$ cat src/rtl/irpw_pkg.sv
// Shared types and constants for the infrared pulse-width frame decoder.
// Holds the phase codes, the register indexes and the settings and result structs.
// No dependencies.
package irpw_pkg;

	localparam int unsigned TIME_W   = 32;
	localparam int unsigned REG_W    = 16;
	localparam int unsigned PHASE_W  = 3;
	localparam int unsigned COUNT_W  = 6;
	localparam int unsigned CFG_IDX_W = 3;

	// Stream payload widths, padded to whole bytes.
	localparam int unsigned S_DATA_W = 40;
	localparam int unsigned M_DATA_W = 40;

	// Decoder phases.
	localparam logic [PHASE_W-1:0] PH_IDLE = 3'd0;
	localparam logic [PHASE_W-1:0] PH_SOF  = 3'd1;
	localparam logic [PHASE_W-1:0] PH_SOW  = 3'd2;
	localparam logic [PHASE_W-1:0] PH_MARK = 3'd3;
	localparam logic [PHASE_W-1:0] PH_BIT  = 3'd4;
	localparam logic [PHASE_W-1:0] PH_REP  = 3'd5;

	// Register indexes on the settings port.
	localparam logic [CFG_IDX_W-1:0] REG_SOF_MIN   = 3'd0;
	localparam logic [CFG_IDX_W-1:0] REG_SOF_MAX   = 3'd1;
	localparam logic [CFG_IDX_W-1:0] REG_SOW_MIN   = 3'd2;
	localparam logic [CFG_IDX_W-1:0] REG_SOW_MAX   = 3'd3;
	localparam logic [CFG_IDX_W-1:0] REG_MARK_MIN  = 3'd4;
	localparam logic [CFG_IDX_W-1:0] REG_MARK_MAX  = 3'd5;
	localparam logic [CFG_IDX_W-1:0] REG_ONE_MIN   = 3'd6;
	localparam logic [CFG_IDX_W-1:0] REG_SPACE_MAX = 3'd7;

	// Register reset values in timer ticks.
	localparam logic [REG_W-1:0] RST_SOF_MIN   = 16'd1000;
	localparam logic [REG_W-1:0] RST_SOF_MAX   = 16'd1250;
	localparam logic [REG_W-1:0] RST_SOW_MIN   = 16'd375;
	localparam logic [REG_W-1:0] RST_SOW_MAX   = 16'd625;
	localparam logic [REG_W-1:0] RST_MARK_MIN  = 16'd70;
	localparam logic [REG_W-1:0] RST_MARK_MAX  = 16'd95;
	localparam logic [REG_W-1:0] RST_ONE_MIN   = 16'd125;
	localparam logic [REG_W-1:0] RST_SPACE_MAX = 16'd312;

	// Widths this close to the wrap are taken as slightly past it.
	localparam logic [TIME_W-1:0] WRAP_LIMIT = 32'hFFFF_FF00;
	localparam logic [TIME_W-1:0] WRAP_FIX   = 32'h0000_0100;

	// The 33rd good timing mark closes the frame.
	localparam logic [COUNT_W-1:0] LAST_MARK = 6'd33;

	typedef struct packed {
		logic [REG_W-1:0] sof_min;
		logic [REG_W-1:0] sof_max;
		logic [REG_W-1:0] sow_min;
		logic [REG_W-1:0] sow_max;
		logic [REG_W-1:0] mark_min;
		logic [REG_W-1:0] mark_max;
		logic [REG_W-1:0] one_min;
		logic [REG_W-1:0] space_max;
	} irpw_cfg_t;

	typedef struct packed {
		logic              new_word;
		logic [TIME_W-1:0] word;
		logic [PHASE_W-1:0] phase;
	} irpw_result_t;

	typedef struct packed {
		logic [PHASE_W-1:0] phase;
		logic [COUNT_W-1:0] mark_count;
	} irpw_status_t;

endpackage

$ cat src/rtl/irpw_cfg.sv
// Settings register file for the infrared pulse-width frame decoder.
// Depends on irpw_pkg for the register indexes, reset values and irpw_cfg_t.
module irpw_cfg (
	input  logic                              clk,
	input  logic                              arst_n,
	input  logic                              wr_en,
	input  logic [irpw_pkg::CFG_IDX_W-1:0]    wr_index,
	input  logic [irpw_pkg::REG_W-1:0]        wr_data,
	output irpw_pkg::irpw_cfg_t               cfg
);

	irpw_pkg::irpw_cfg_t regs_q;

	always_ff @(posedge clk or negedge arst_n) begin
		if (!arst_n) begin
			regs_q.sof_min   <= irpw_pkg::RST_SOF_MIN;
			regs_q.sof_max   <= irpw_pkg::RST_SOF_MAX;
			regs_q.sow_min   <= irpw_pkg::RST_SOW_MIN;
			regs_q.sow_max   <= irpw_pkg::RST_SOW_MAX;
			regs_q.mark_min  <= irpw_pkg::RST_MARK_MIN;
			regs_q.mark_max  <= irpw_pkg::RST_MARK_MAX;
			regs_q.one_min   <= irpw_pkg::RST_ONE_MIN;
			regs_q.space_max <= irpw_pkg::RST_SPACE_MAX;
		end else if (wr_en) begin
			unique case (wr_index)
				irpw_pkg::REG_SOF_MIN:   regs_q.sof_min   <= wr_data;
				irpw_pkg::REG_SOF_MAX:   regs_q.sof_max   <= wr_data;
				irpw_pkg::REG_SOW_MIN:   regs_q.sow_min   <= wr_data;
				irpw_pkg::REG_SOW_MAX:   regs_q.sow_max   <= wr_data;
				irpw_pkg::REG_MARK_MIN:  regs_q.mark_min  <= wr_data;
				irpw_pkg::REG_MARK_MAX:  regs_q.mark_max  <= wr_data;
				irpw_pkg::REG_ONE_MIN:   regs_q.one_min   <= wr_data;
				irpw_pkg::REG_SPACE_MAX: regs_q.space_max <= wr_data;
				default: ;
			endcase
		end
	end

	assign cfg = regs_q;

endmodule

$ cat src/rtl/irpw_core.sv
// Phase machine and frame state of the infrared pulse-width frame decoder.
// Depends on irpw_pkg; the result for an edge is combinational on the stored state.
module irpw_core #(
	parameter int unsigned SOR_MIN_TICKS = 125,
	parameter int unsigned SOR_MAX_TICKS = 375,
	parameter int unsigned BIT_MIN_TICKS = 12
) (
	input  logic                           clk,
	input  logic                           arst_n,
	input  logic                           step,
	input  logic [irpw_pkg::TIME_W-1:0]    edge_time,
	input  logic                           pin_level,
	input  irpw_pkg::irpw_cfg_t            cfg,
	output irpw_pkg::irpw_result_t         result,
	output irpw_pkg::irpw_status_t         status
);

	localparam logic [irpw_pkg::TIME_W-1:0] SorMin =
		irpw_pkg::TIME_W'(SOR_MIN_TICKS);
	localparam logic [irpw_pkg::TIME_W-1:0] SorMax =
		irpw_pkg::TIME_W'(SOR_MAX_TICKS);
	localparam logic [irpw_pkg::TIME_W-1:0] BitMin =
		irpw_pkg::TIME_W'(BIT_MIN_TICKS);

	logic                           last_level_q;
	logic [irpw_pkg::TIME_W-1:0]    last_time_q;
	logic [irpw_pkg::PHASE_W-1:0]   phase_q;
	logic [irpw_pkg::TIME_W-1:0]    shift_q;
	logic [irpw_pkg::COUNT_W-1:0]   count_q;
	logic [irpw_pkg::TIME_W-1:0]    held_q;

	logic                           changed;
	logic [irpw_pkg::TIME_W-1:0]    raw_width;
	logic                           near_wrap;
	logic [irpw_pkg::TIME_W-1:0]    width;
	logic [irpw_pkg::TIME_W-1:0]    now_adj;
	logic [irpw_pkg::COUNT_W-1:0]   count_inc;

	logic [irpw_pkg::PHASE_W-1:0]   phase_d;
	logic [irpw_pkg::TIME_W-1:0]    shift_d;
	logic [irpw_pkg::COUNT_W-1:0]   count_d;
	logic [irpw_pkg::TIME_W-1:0]    held_d;
	logic                           new_d;

	function automatic logic in_win(input logic [irpw_pkg::TIME_W-1:0] w,
			input logic [irpw_pkg::TIME_W-1:0] lo,
			input logic [irpw_pkg::TIME_W-1:0] hi);
		return (w > lo) && (w < hi);
	endfunction

	assign changed   = pin_level != last_level_q;
	assign raw_width = edge_time - last_time_q;
	assign near_wrap = raw_width >= irpw_pkg::WRAP_LIMIT;
	assign width     = near_wrap ? raw_width + irpw_pkg::WRAP_FIX : raw_width;
	assign now_adj   = near_wrap ? edge_time + irpw_pkg::WRAP_FIX : edge_time;
	assign count_inc = count_q + irpw_pkg::COUNT_W'(1);

	always_comb begin
		phase_d = phase_q;
		shift_d = shift_q;
		count_d = count_q;
		held_d  = held_q;
		new_d   = 1'b0;
		if (changed) begin
			phase_d = irpw_pkg::PH_IDLE;
			if (pin_level) begin
				unique case (phase_q)
					irpw_pkg::PH_SOF: begin
						if (in_win(width, 32'(cfg.sof_min), 32'(cfg.sof_max))) begin
							phase_d = irpw_pkg::PH_SOW;
							shift_d = '0;
							count_d = '0;
						end
					end
					irpw_pkg::PH_MARK: begin
						if (in_win(width, 32'(cfg.mark_min), 32'(cfg.mark_max))) begin
							count_d = count_inc;
							if (count_inc < irpw_pkg::LAST_MARK) begin
								phase_d = irpw_pkg::PH_BIT;
							end else if (count_inc == irpw_pkg::LAST_MARK) begin
								held_d = shift_q;
								new_d  = 1'b1;
							end
						end
					end
					default: ;
				endcase
			end else begin
				unique case (phase_q)
					irpw_pkg::PH_IDLE: phase_d = irpw_pkg::PH_SOF;
					irpw_pkg::PH_SOW: begin
						if (in_win(width, 32'(cfg.sow_min), 32'(cfg.sow_max))) begin
							phase_d = irpw_pkg::PH_MARK;
						end else if (in_win(width, SorMin, SorMax)) begin
							phase_d = irpw_pkg::PH_REP;
						end
					end
					irpw_pkg::PH_BIT: begin
						if (width >= BitMin && width < 32'(cfg.space_max)) begin
							// Bits arrive most significant first.
							shift_d = {shift_q[irpw_pkg::TIME_W-2:0],
								width > 32'(cfg.one_min)};
							phase_d = irpw_pkg::PH_MARK;
						end
					end
					default: ;
				endcase
			end
		end
	end

	always_ff @(posedge clk or negedge arst_n) begin
		if (!arst_n) begin
			last_level_q <= 1'b1;
			last_time_q  <= '0;
			phase_q      <= irpw_pkg::PH_IDLE;
			shift_q      <= '0;
			count_q      <= '0;
			held_q       <= '0;
		end else if (step) begin
			if (changed) begin
				last_level_q <= pin_level;
				last_time_q  <= now_adj;
			end
			phase_q <= phase_d;
			shift_q <= shift_d;
			count_q <= count_d;
			held_q  <= held_d;
		end
	end

	assign result.new_word = new_d;
	assign result.word     = held_d;
	assign result.phase    = phase_d;

	assign status.phase      = phase_q;
	assign status.mark_count = count_q;

endmodule

$ cat src/rtl/ir_pulse_width_frame_decoder.sv
// Top level of the infrared pulse-width frame decoder: stream ports, edge register,
// result register. Depends on irpw_pkg, irpw_cfg and irpw_core.
//
// Channel  Direction  Handshake                Payload
// s_*      in         s_tvalid / s_tready      one pin edge: time stamp and level
// m_*      out        m_tvalid / m_tready      one result per edge
// cfg_*    in         cfg_valid / cfg_ready    register index and 16-bit value
//
// An edge waits in the edge register, where the phase machine evaluates it against
// the stored state, and its result is registered in the result register once that
// register frees up. Sustained rate is one edge per cycle while m_tready is high.
// Reset clears the frame state and loads the register defaults; settings writes are
// always taken. A stall on m_tready holds the result and the edge behind it, and
// backs up to s_tready in the same cycle.
module ir_pulse_width_frame_decoder #(
	parameter int unsigned SOR_MIN_TICKS = 125,
	parameter int unsigned SOR_MAX_TICKS = 375,
	parameter int unsigned BIT_MIN_TICKS = 12
) (
	input  logic                                clk,
	input  logic                                arst_n,
	input  logic                                s_tvalid,
	output logic                                s_tready,
	// [31:0] edge_time, [32] pin_level, [39:33] zero
	input  logic [irpw_pkg::S_DATA_W-1:0]       s_tdata,
	output logic                                m_tvalid,
	input  logic                                m_tready,
	// [0] new_word, [32:1] word, [35:33] phase, [39:36] zero
	output logic [irpw_pkg::M_DATA_W-1:0]       m_tdata,
	input  logic                                cfg_valid,
	output logic                                cfg_ready,
	input  logic [irpw_pkg::CFG_IDX_W-1:0]      cfg_index,
	input  logic [irpw_pkg::REG_W-1:0]          cfg_data
);

	irpw_pkg::irpw_cfg_t     cfg;
	irpw_pkg::irpw_result_t  result;
	irpw_pkg::irpw_status_t  status;

	logic                          valid_s1;
	logic [irpw_pkg::TIME_W-1:0]   time_s1;
	logic                          level_s1;
	logic                          advance;
	logic                          out_valid_q;
	irpw_pkg::irpw_result_t        out_q;

	assign cfg_ready = 1'b1;

	irpw_cfg u_cfg (
		.clk      (clk),
		.arst_n   (arst_n),
		.wr_en    (cfg_valid),
		.wr_index (cfg_index),
		.wr_data  (cfg_data),
		.cfg      (cfg)
	);

	// The result register frees up when empty or being taken this cycle.
	assign advance  = !out_valid_q || m_tready;
	assign s_tready = !valid_s1 || advance;

	always_ff @(posedge clk or negedge arst_n) begin
		if (!arst_n) begin
			valid_s1 <= 1'b0;
		end else if (s_tready) begin
			valid_s1 <= s_tvalid;
		end
	end

	always_ff @(posedge clk) begin
		if (s_tready && s_tvalid) begin
			time_s1  <= s_tdata[irpw_pkg::TIME_W-1:0];
			level_s1 <= s_tdata[irpw_pkg::TIME_W];
		end
	end

	irpw_core #(
		.SOR_MIN_TICKS (SOR_MIN_TICKS),
		.SOR_MAX_TICKS (SOR_MAX_TICKS),
		.BIT_MIN_TICKS (BIT_MIN_TICKS)
	) u_core (
		.clk       (clk),
		.arst_n    (arst_n),
		.step      (valid_s1 && advance),
		.edge_time (time_s1),
		.pin_level (level_s1),
		.cfg       (cfg),
		.result    (result),
		.status    (status)
	);

	always_ff @(posedge clk or negedge arst_n) begin
		if (!arst_n) begin
			out_valid_q <= 1'b0;
		end else if (advance) begin
			out_valid_q <= valid_s1;
		end
	end

	always_ff @(posedge clk) begin
		if (advance && valid_s1) begin
			out_q <= result;
		end
	end

	assign m_tvalid = out_valid_q;
	assign m_tdata  = {4'b0000, out_q.phase, out_q.word, out_q.new_word};

`ifndef ASSERT_OFF
	// A completed frame always leaves the machine idle.
	a_word_ends_idle: assert property (@(posedge clk) disable iff (!arst_n)
		m_tvalid && m_tdata[0] |-> m_tdata[35:33] == irpw_pkg::PH_IDLE)
		else $error("new_word reported outside the idle phase");

	// The mark count never runs past the frame length.
	a_count_bound: assert property (@(posedge clk) disable iff (!arst_n)
		status.mark_count <= irpw_pkg::LAST_MARK)
		else $error("mark count beyond frame length");

	// Counting marks only happens between start-of-word and the end of the frame.
	a_count_phase: assert property (@(posedge clk) disable iff (!arst_n)
		status.mark_count != $past(status.mark_count) && status.mark_count != '0
		|-> $past(status.phase) == irpw_pkg::PH_MARK)
		else $error("mark count moved outside the mark phase");

	// A held edge stays in place while the result register is blocked.
	a_edge_held: assert property (@(posedge clk) disable iff (!arst_n)
		valid_s1 && !advance |=> valid_s1 && $stable(time_s1) && $stable(level_s1))
		else $error("pending edge lost during stall");
`endif

endmodule
$ cat config.mk
export PLATFORM = sky130hd
export DESIGN_NAME = ir_pulse_width_frame_decoder
export DESIGN_NICKNAME = d
export VERILOG_FILES = /design/src/rtl/irpw_pkg.sv /design/src/rtl/irpw_cfg.sv /design/src/rtl/irpw_core.sv /design/src/rtl/ir_pulse_width_frame_decoder.sv
export SDC_FILE = /design/constraint.sdc
export NUM_CORES = 1
export LEC_CHECK = 0
export ABC_AREA = 1
export CORE_MARGIN = 2
export CORE_UTILIZATION = 41
export DETAILED_ROUTE_END_ITERATION = 12
export DONT_BUFFER_PORTS = 1
export PLACE_DENSITY = 0.65
export SETUP_SLACK_MARGIN = 0.1
export SLEW_MARGIN = 20
export SYNTH_ARGS = -nofsm -noshare
export SYNTH_HDL_FRONTEND = slang
export SYNTH_SLANG_ARGS = --single-unit
export TNS_END_PERCENT = 10
$ cat constraint.sdc
create_clock -name clk -period 7.1 [get_ports clk]
set_input_delay 2.13 -clock clk [delete_from_list [all_inputs] [get_ports clk]]
set_output_delay 2.13 -clock clk [all_outputs]
set_load 0.05 [all_outputs]
=== After elaboration in Yosys (flattened, before gate mapping) ===
Cells that the tools add are included.

* Add/subtract/negate cells: 4
* $lt $le $gt $ge: 13
* Bitwise operators: 4
* Equal/unequal tests: 17
* Reductions and logical operators: 28
* Multiplexer cells: 27

{| class="wikitable"
|+ Operator list
! kind !! count
|-
| two-way mux 32 bit || 13
|-
| > comparator 32 x 16 -> 1 bit || 4
|-
| < comparator 32 x 16 -> 1 bit || 4
|-
| adder 32 x 9 -> 32 bit, second input constant || 2
|-
| >= comparator 32 bit, second input constant || 1
|-
| >= comparator 32 x 4 -> 1 bit, second input constant || 1
|-
| > comparator 32 x 7 -> 1 bit, second input constant || 1
|-
| < comparator 32 x 9 -> 1 bit, second input constant || 1
|-
| subtractor 32 bit || 1
|-
| two-way mux 3 bit || 6
|-
| AND reduction 2 bit || 9
|-
| equality test 3 bit, second input constant || 5
|-
| equality test 3 x 2 -> 1 bit, second input constant || 4
|-
| two-way mux 6 bit || 2
|-
| case mux 6 bit (2 select lines) || 1
|-
| AND reduction 6 bit || 2
|-
| case mux 3 bit (3 select lines) || 1
|-
| != test 2 x 1 -> 1 bit, second input constant || 4
|-
| logical AND 1 bit || 7
|-
| adder 6 x 1 -> 6 bit, second input constant || 1
|-
| equality test 3 x 1 -> 1 bit, second input constant || 2
|-
| equality test 6 bit, second input constant || 1
|-
| logical NOT 3 bit || 2
|-
| < comparator 6 bit, second input constant || 1
|-
| other kinds (9) || 17
|}

* Word-level logic and storage cells: 114
* Input port bits: 64
* Bits in registers: 305

=== Longest topological paths before layout ===
* Depth after elaboration: 10
* Mapped depth: 40
* Mapped depth without buffers: 39

=== Modules after synthesis ===
A second synthesis with hierarchy kept.

* Cells, all modules: 2550
* Area total of the unflattened synthesis: 19018.2 µm²

{| class="wikitable"
|+ Modules (own cells, without submodules)
! module !! cells each !! instances !! area each (µm²)
|-
| irpw_core || 1883 || 1 || 11701.2
|-
| irpw_cfg || 579 || 1 || 5104.9
|-
| ir_pulse_width_frame_decoder || 88 || 1 || 2212.1
|}

=== Worst setup path before layout ===
No wires, ideal clock.

* Kind: input to output
* Start: in m_tready
* End: out s_tready
* Data arrival time: 2590 ps
* Setup slack: 2380 ps
* Cell stages on the path: 2
* Path buffers: 0
* Required time: 4970 ps
* Cell sequence: inv_1 > nand3_1

* Longest elaborated chain between the ends: 2

{| class="wikitable"
|+ Ends and longest elaborated chain
! what !! RTL line !! source
|-
| start: declaration || ir_pulse_width_frame_decoder.sv:27 || <nowiki>input logic m_tready,</nowiki>
|-
| logical OR 1 bit || ir_pulse_width_frame_decoder.sv:59 || <nowiki>assign advance = !out_valid_q || m_tready;</nowiki>
|-
| logical OR 1 bit || ir_pulse_width_frame_decoder.sv:60 || <nowiki>assign s_tready = !valid_s1 || advance;</nowiki>
|-
| end: declaration || ir_pulse_width_frame_decoder.sv:23 || <nowiki>output logic s_tready,</nowiki>
|}

No other way between the ends.

==> impl_metrics.toml <==
[placed_design]
dp_hpwl_mm = 34.6
place_congestion = 0.891
numPortBuffers = 0

[critical_path]
crit_fanout = 33
reg2reg_depth = 32
start_kind = "flop"
cp.arrival_ps = 6620
slowest_stage = "nor2_4"
cp_common_cell = "nand2_1"
critPathBufInv = 2
path_depth = 32
critPathCaptureType = "flop"
max_stage_delay_ps = 680
cp.required_ps = 7590
crit_type = "flop to flop"
cpLargestDelayFamily = "simple AND/OR/NAND/NOR gates"

[clock_tree]
cts_root_buffer = "clkbuf_16"
clkSlewWorstSetupHoldPaths_ps = 60
cts_hold_buf = 0
cts_made_buffers = 36
postCtsSetupBuffers = 0
cts_sinks = 305
h-tree-depth = 2
ctsLongestPathBuffers = 3
cts_tree = "yes"
clk_latency_ps = 570
cts.repair.resized = 0

[global_route]
grt_use_total_pct = 20.2
antenna_found_initial = 0
grt_overflow_total = 0
grt_pass1_vias = 15100
grt_max_degree = 237
grt_first_pass_wirelength_mm = 77.9

[power]
vdd_drop_max_mv = 0.264
sw_frac_of_total_pct = 45.1
power_frac_seq_pct = 26.6
power_density_nw_per_um2 = 424
pwr-share-comb_pct = 51.5
internal-power_mw = 4.87
cellLeakagePower_nw = 10.8
p_switching_mw = 3.99
clkPwrFrac_pct = 21.9

[cells_and_area]
final_net_count = 2751
drive_gt1_share_pct = 7.52
utilization_pct = 45.2
areaGrowthSynthToFinish_pct = 9.49
n_antenna_cell = 0

[floorplanning]
row_count = 79
start_util_pct = 41.3
die_area_um2 = 48300
die_width_um = 220
core_area_um2 = 46300
die_y_um = 220
io_pins = 107

[sta]
worst_pin_slew_ps = 1090
slew_headroom_pct = 27.1
finalCritPeriodShare_pct = 86.4
clock_skew_ps = 25.8
rsz0062_at_grt = "no"
fmax_mhz = 163
min_period_ps = 6140
setup-violations-final = 0
final-hold-violation-count = 0
finalSetupTns_ps = 0
drv_slew = 0

[logic_synthesis]
synth_top_flop_cell = "dfrtp_1"
yosys_warnings = 0
synth_async_sr_flop_share_pct = 77.4
syn_area_per_cell_um2 = 7.49
synth-seq-cells = 305
synth_edf_count = 69
ys_seq_area_share_pct = 42.1
synth.area.top_cells = "dfrtp_1 (25%), nand2_1 (18%), edfxtp_1 (11%)"
synth_top_area_cell = "dfrtp_1"
synth.top_cell.area_share_pct = 25.3
syn_inst = 2547
synth_cell_types = 53
synthesis.area_um2 = 19100

[outcome]
status = "complete, no violations"

[flow_run]
maxCapViolations = 0

[detailed_routing]
avgRoutedWirePerCell_um = 15.1
wl_mm = 47.8
viasPerCell = 5.03
antenna_left = 0
vias = 16000
firstDrtPassIters = 5
drc = 0
first_iter_violations = 1342

[worst_hold_path]
hold_class = "flop to flop"
min_path_cells = 2
[layout make-up]
type	instances	area [µm²]
inverter	414	1550
multi-input combinational	1768	9210
fill	4685	25400
timing repair buffer	14	105
clock inverter	17	241
tap	607	759
clock buffer	49	1000
sequential	305	8030
[state kept, by name (all words and copies together), names as in the netlist]
name,flops
level_s1,1
m_tdata,36
m_tvalid,1
time_s1,32
u_cfg.cfg,128
u_core.count_q,6
u_core.held_q,32
u_core.last_level_q,1
u_core.last_time_q,32
u_core.phase_q,3
u_core.shift_q,32
valid_s1,1
[worst register-to-register path: cells and delay by family (launching register included)]
family | cells | cell delay [ps]
adder cells (fa/ha/maj) | 3 | 1050
AND/OR/NAND/NOR | 27 | 4270
flip-flops | 1 | 390
buffers and inverters | 2 | 370
[metrics by stage]
step	worst slack (ps)	total power [mW]	hold WS (ps)	instances	instance area (µm²)
4_1_cts	1010	8.90	481	3174	20900
3_3_place_gp	1190	6.74	460	3108	19700
6_report	962	8.86	477	3174	20900
3_5_place_dp	1050	6.91	465	3108	19700
2_1_floorplan	2380	5.66	442	2550	19100
5_1_grt	438	9.70	498	3174	20900
[logic make-up (layout without fill, tap and decap cells)]
group,Yosys count,after routing,synth area share (%)
AND/OR/NAND/NOR,1290,1290,28.5
buffers and inverters,477,494,9.86
flip-flops,305,305,42.1
AO/OA/AOI/OAI,296,296,8.42
adder cells (fa/ha/maj),148,148,9.74
XOR/XNOR,29,29,1.37
other,2,5,0.0393
[final timing paths]
check                                  from                  end  slack, ps
max                              time_s1[7]     u_core.held_q[0]        960
min                        u_core.held_q[7]     u_core.held_q[7]        480
max reg2reg                      time_s1[7]     u_core.held_q[0]        960
min reg2reg                u_core.held_q[7]     u_core.held_q[7]        480
max in group asynchronous            arst_n  u_core.last_level_q       5390
min in group asynchronous            arst_n        u_cfg.cfg[98]       1260
[placed cells by master, fill, tap and decap left out, types with 17 or more instances in the layout]
cell,Yosys,final
nor2_1,129,128
o21ai_0,183,183
nand4_1,34,34
nand2_1,905,904
inv_1,398,398
dfrtp_1,193,193
ha_1,147,147
a21oi_1,64,64
nand2_2,18,19
xor2_1,17,17
nor2_2,18,18
nand3b_1,36,36
dfstp_2,43,43
nor3_1,21,20
clkbuf_16,0,36
edfxtp_1,69,69
nand3_1,101,101
[synthesized netlist by cell type, drive strengths merged, types with 34 or more instances]
master  instances
clkbuf         40
edfxtp         69
ha            147
nand3         108
nand2         927
o21ai         185
dfstp          43
a21oi          67
dfrtp         193
nor2          150
nand4          34
nand3b         36
inv           411
[routing by layer]
metal | wire length [µm] | track usage [%]
met5 | 0 | 0
met4 | 1070 | 6.09
met3 | 2250 | 3.19
met2 | 21800 | 32.8
met1 | 22600 | 27.6
[power by group through the flow]
| stage | Clock (mW) | Sequential (mW) | Combinational (mW) |
|---|---|---|---|
| after floorplan | 0 | 2.34 | 3.32 |
| after global placement | 0 | 2.37 | 4.37 |
| after detailed placement | 0 | 2.39 | 4.52 |
| after CTS | 1.99 | 2.36 | 4.55 |
| after global routing | 2.05 | 2.39 | 5.27 |
| final | 1.94 | 2.36 | 4.57 |
Power figures use the tool's default switching activity.
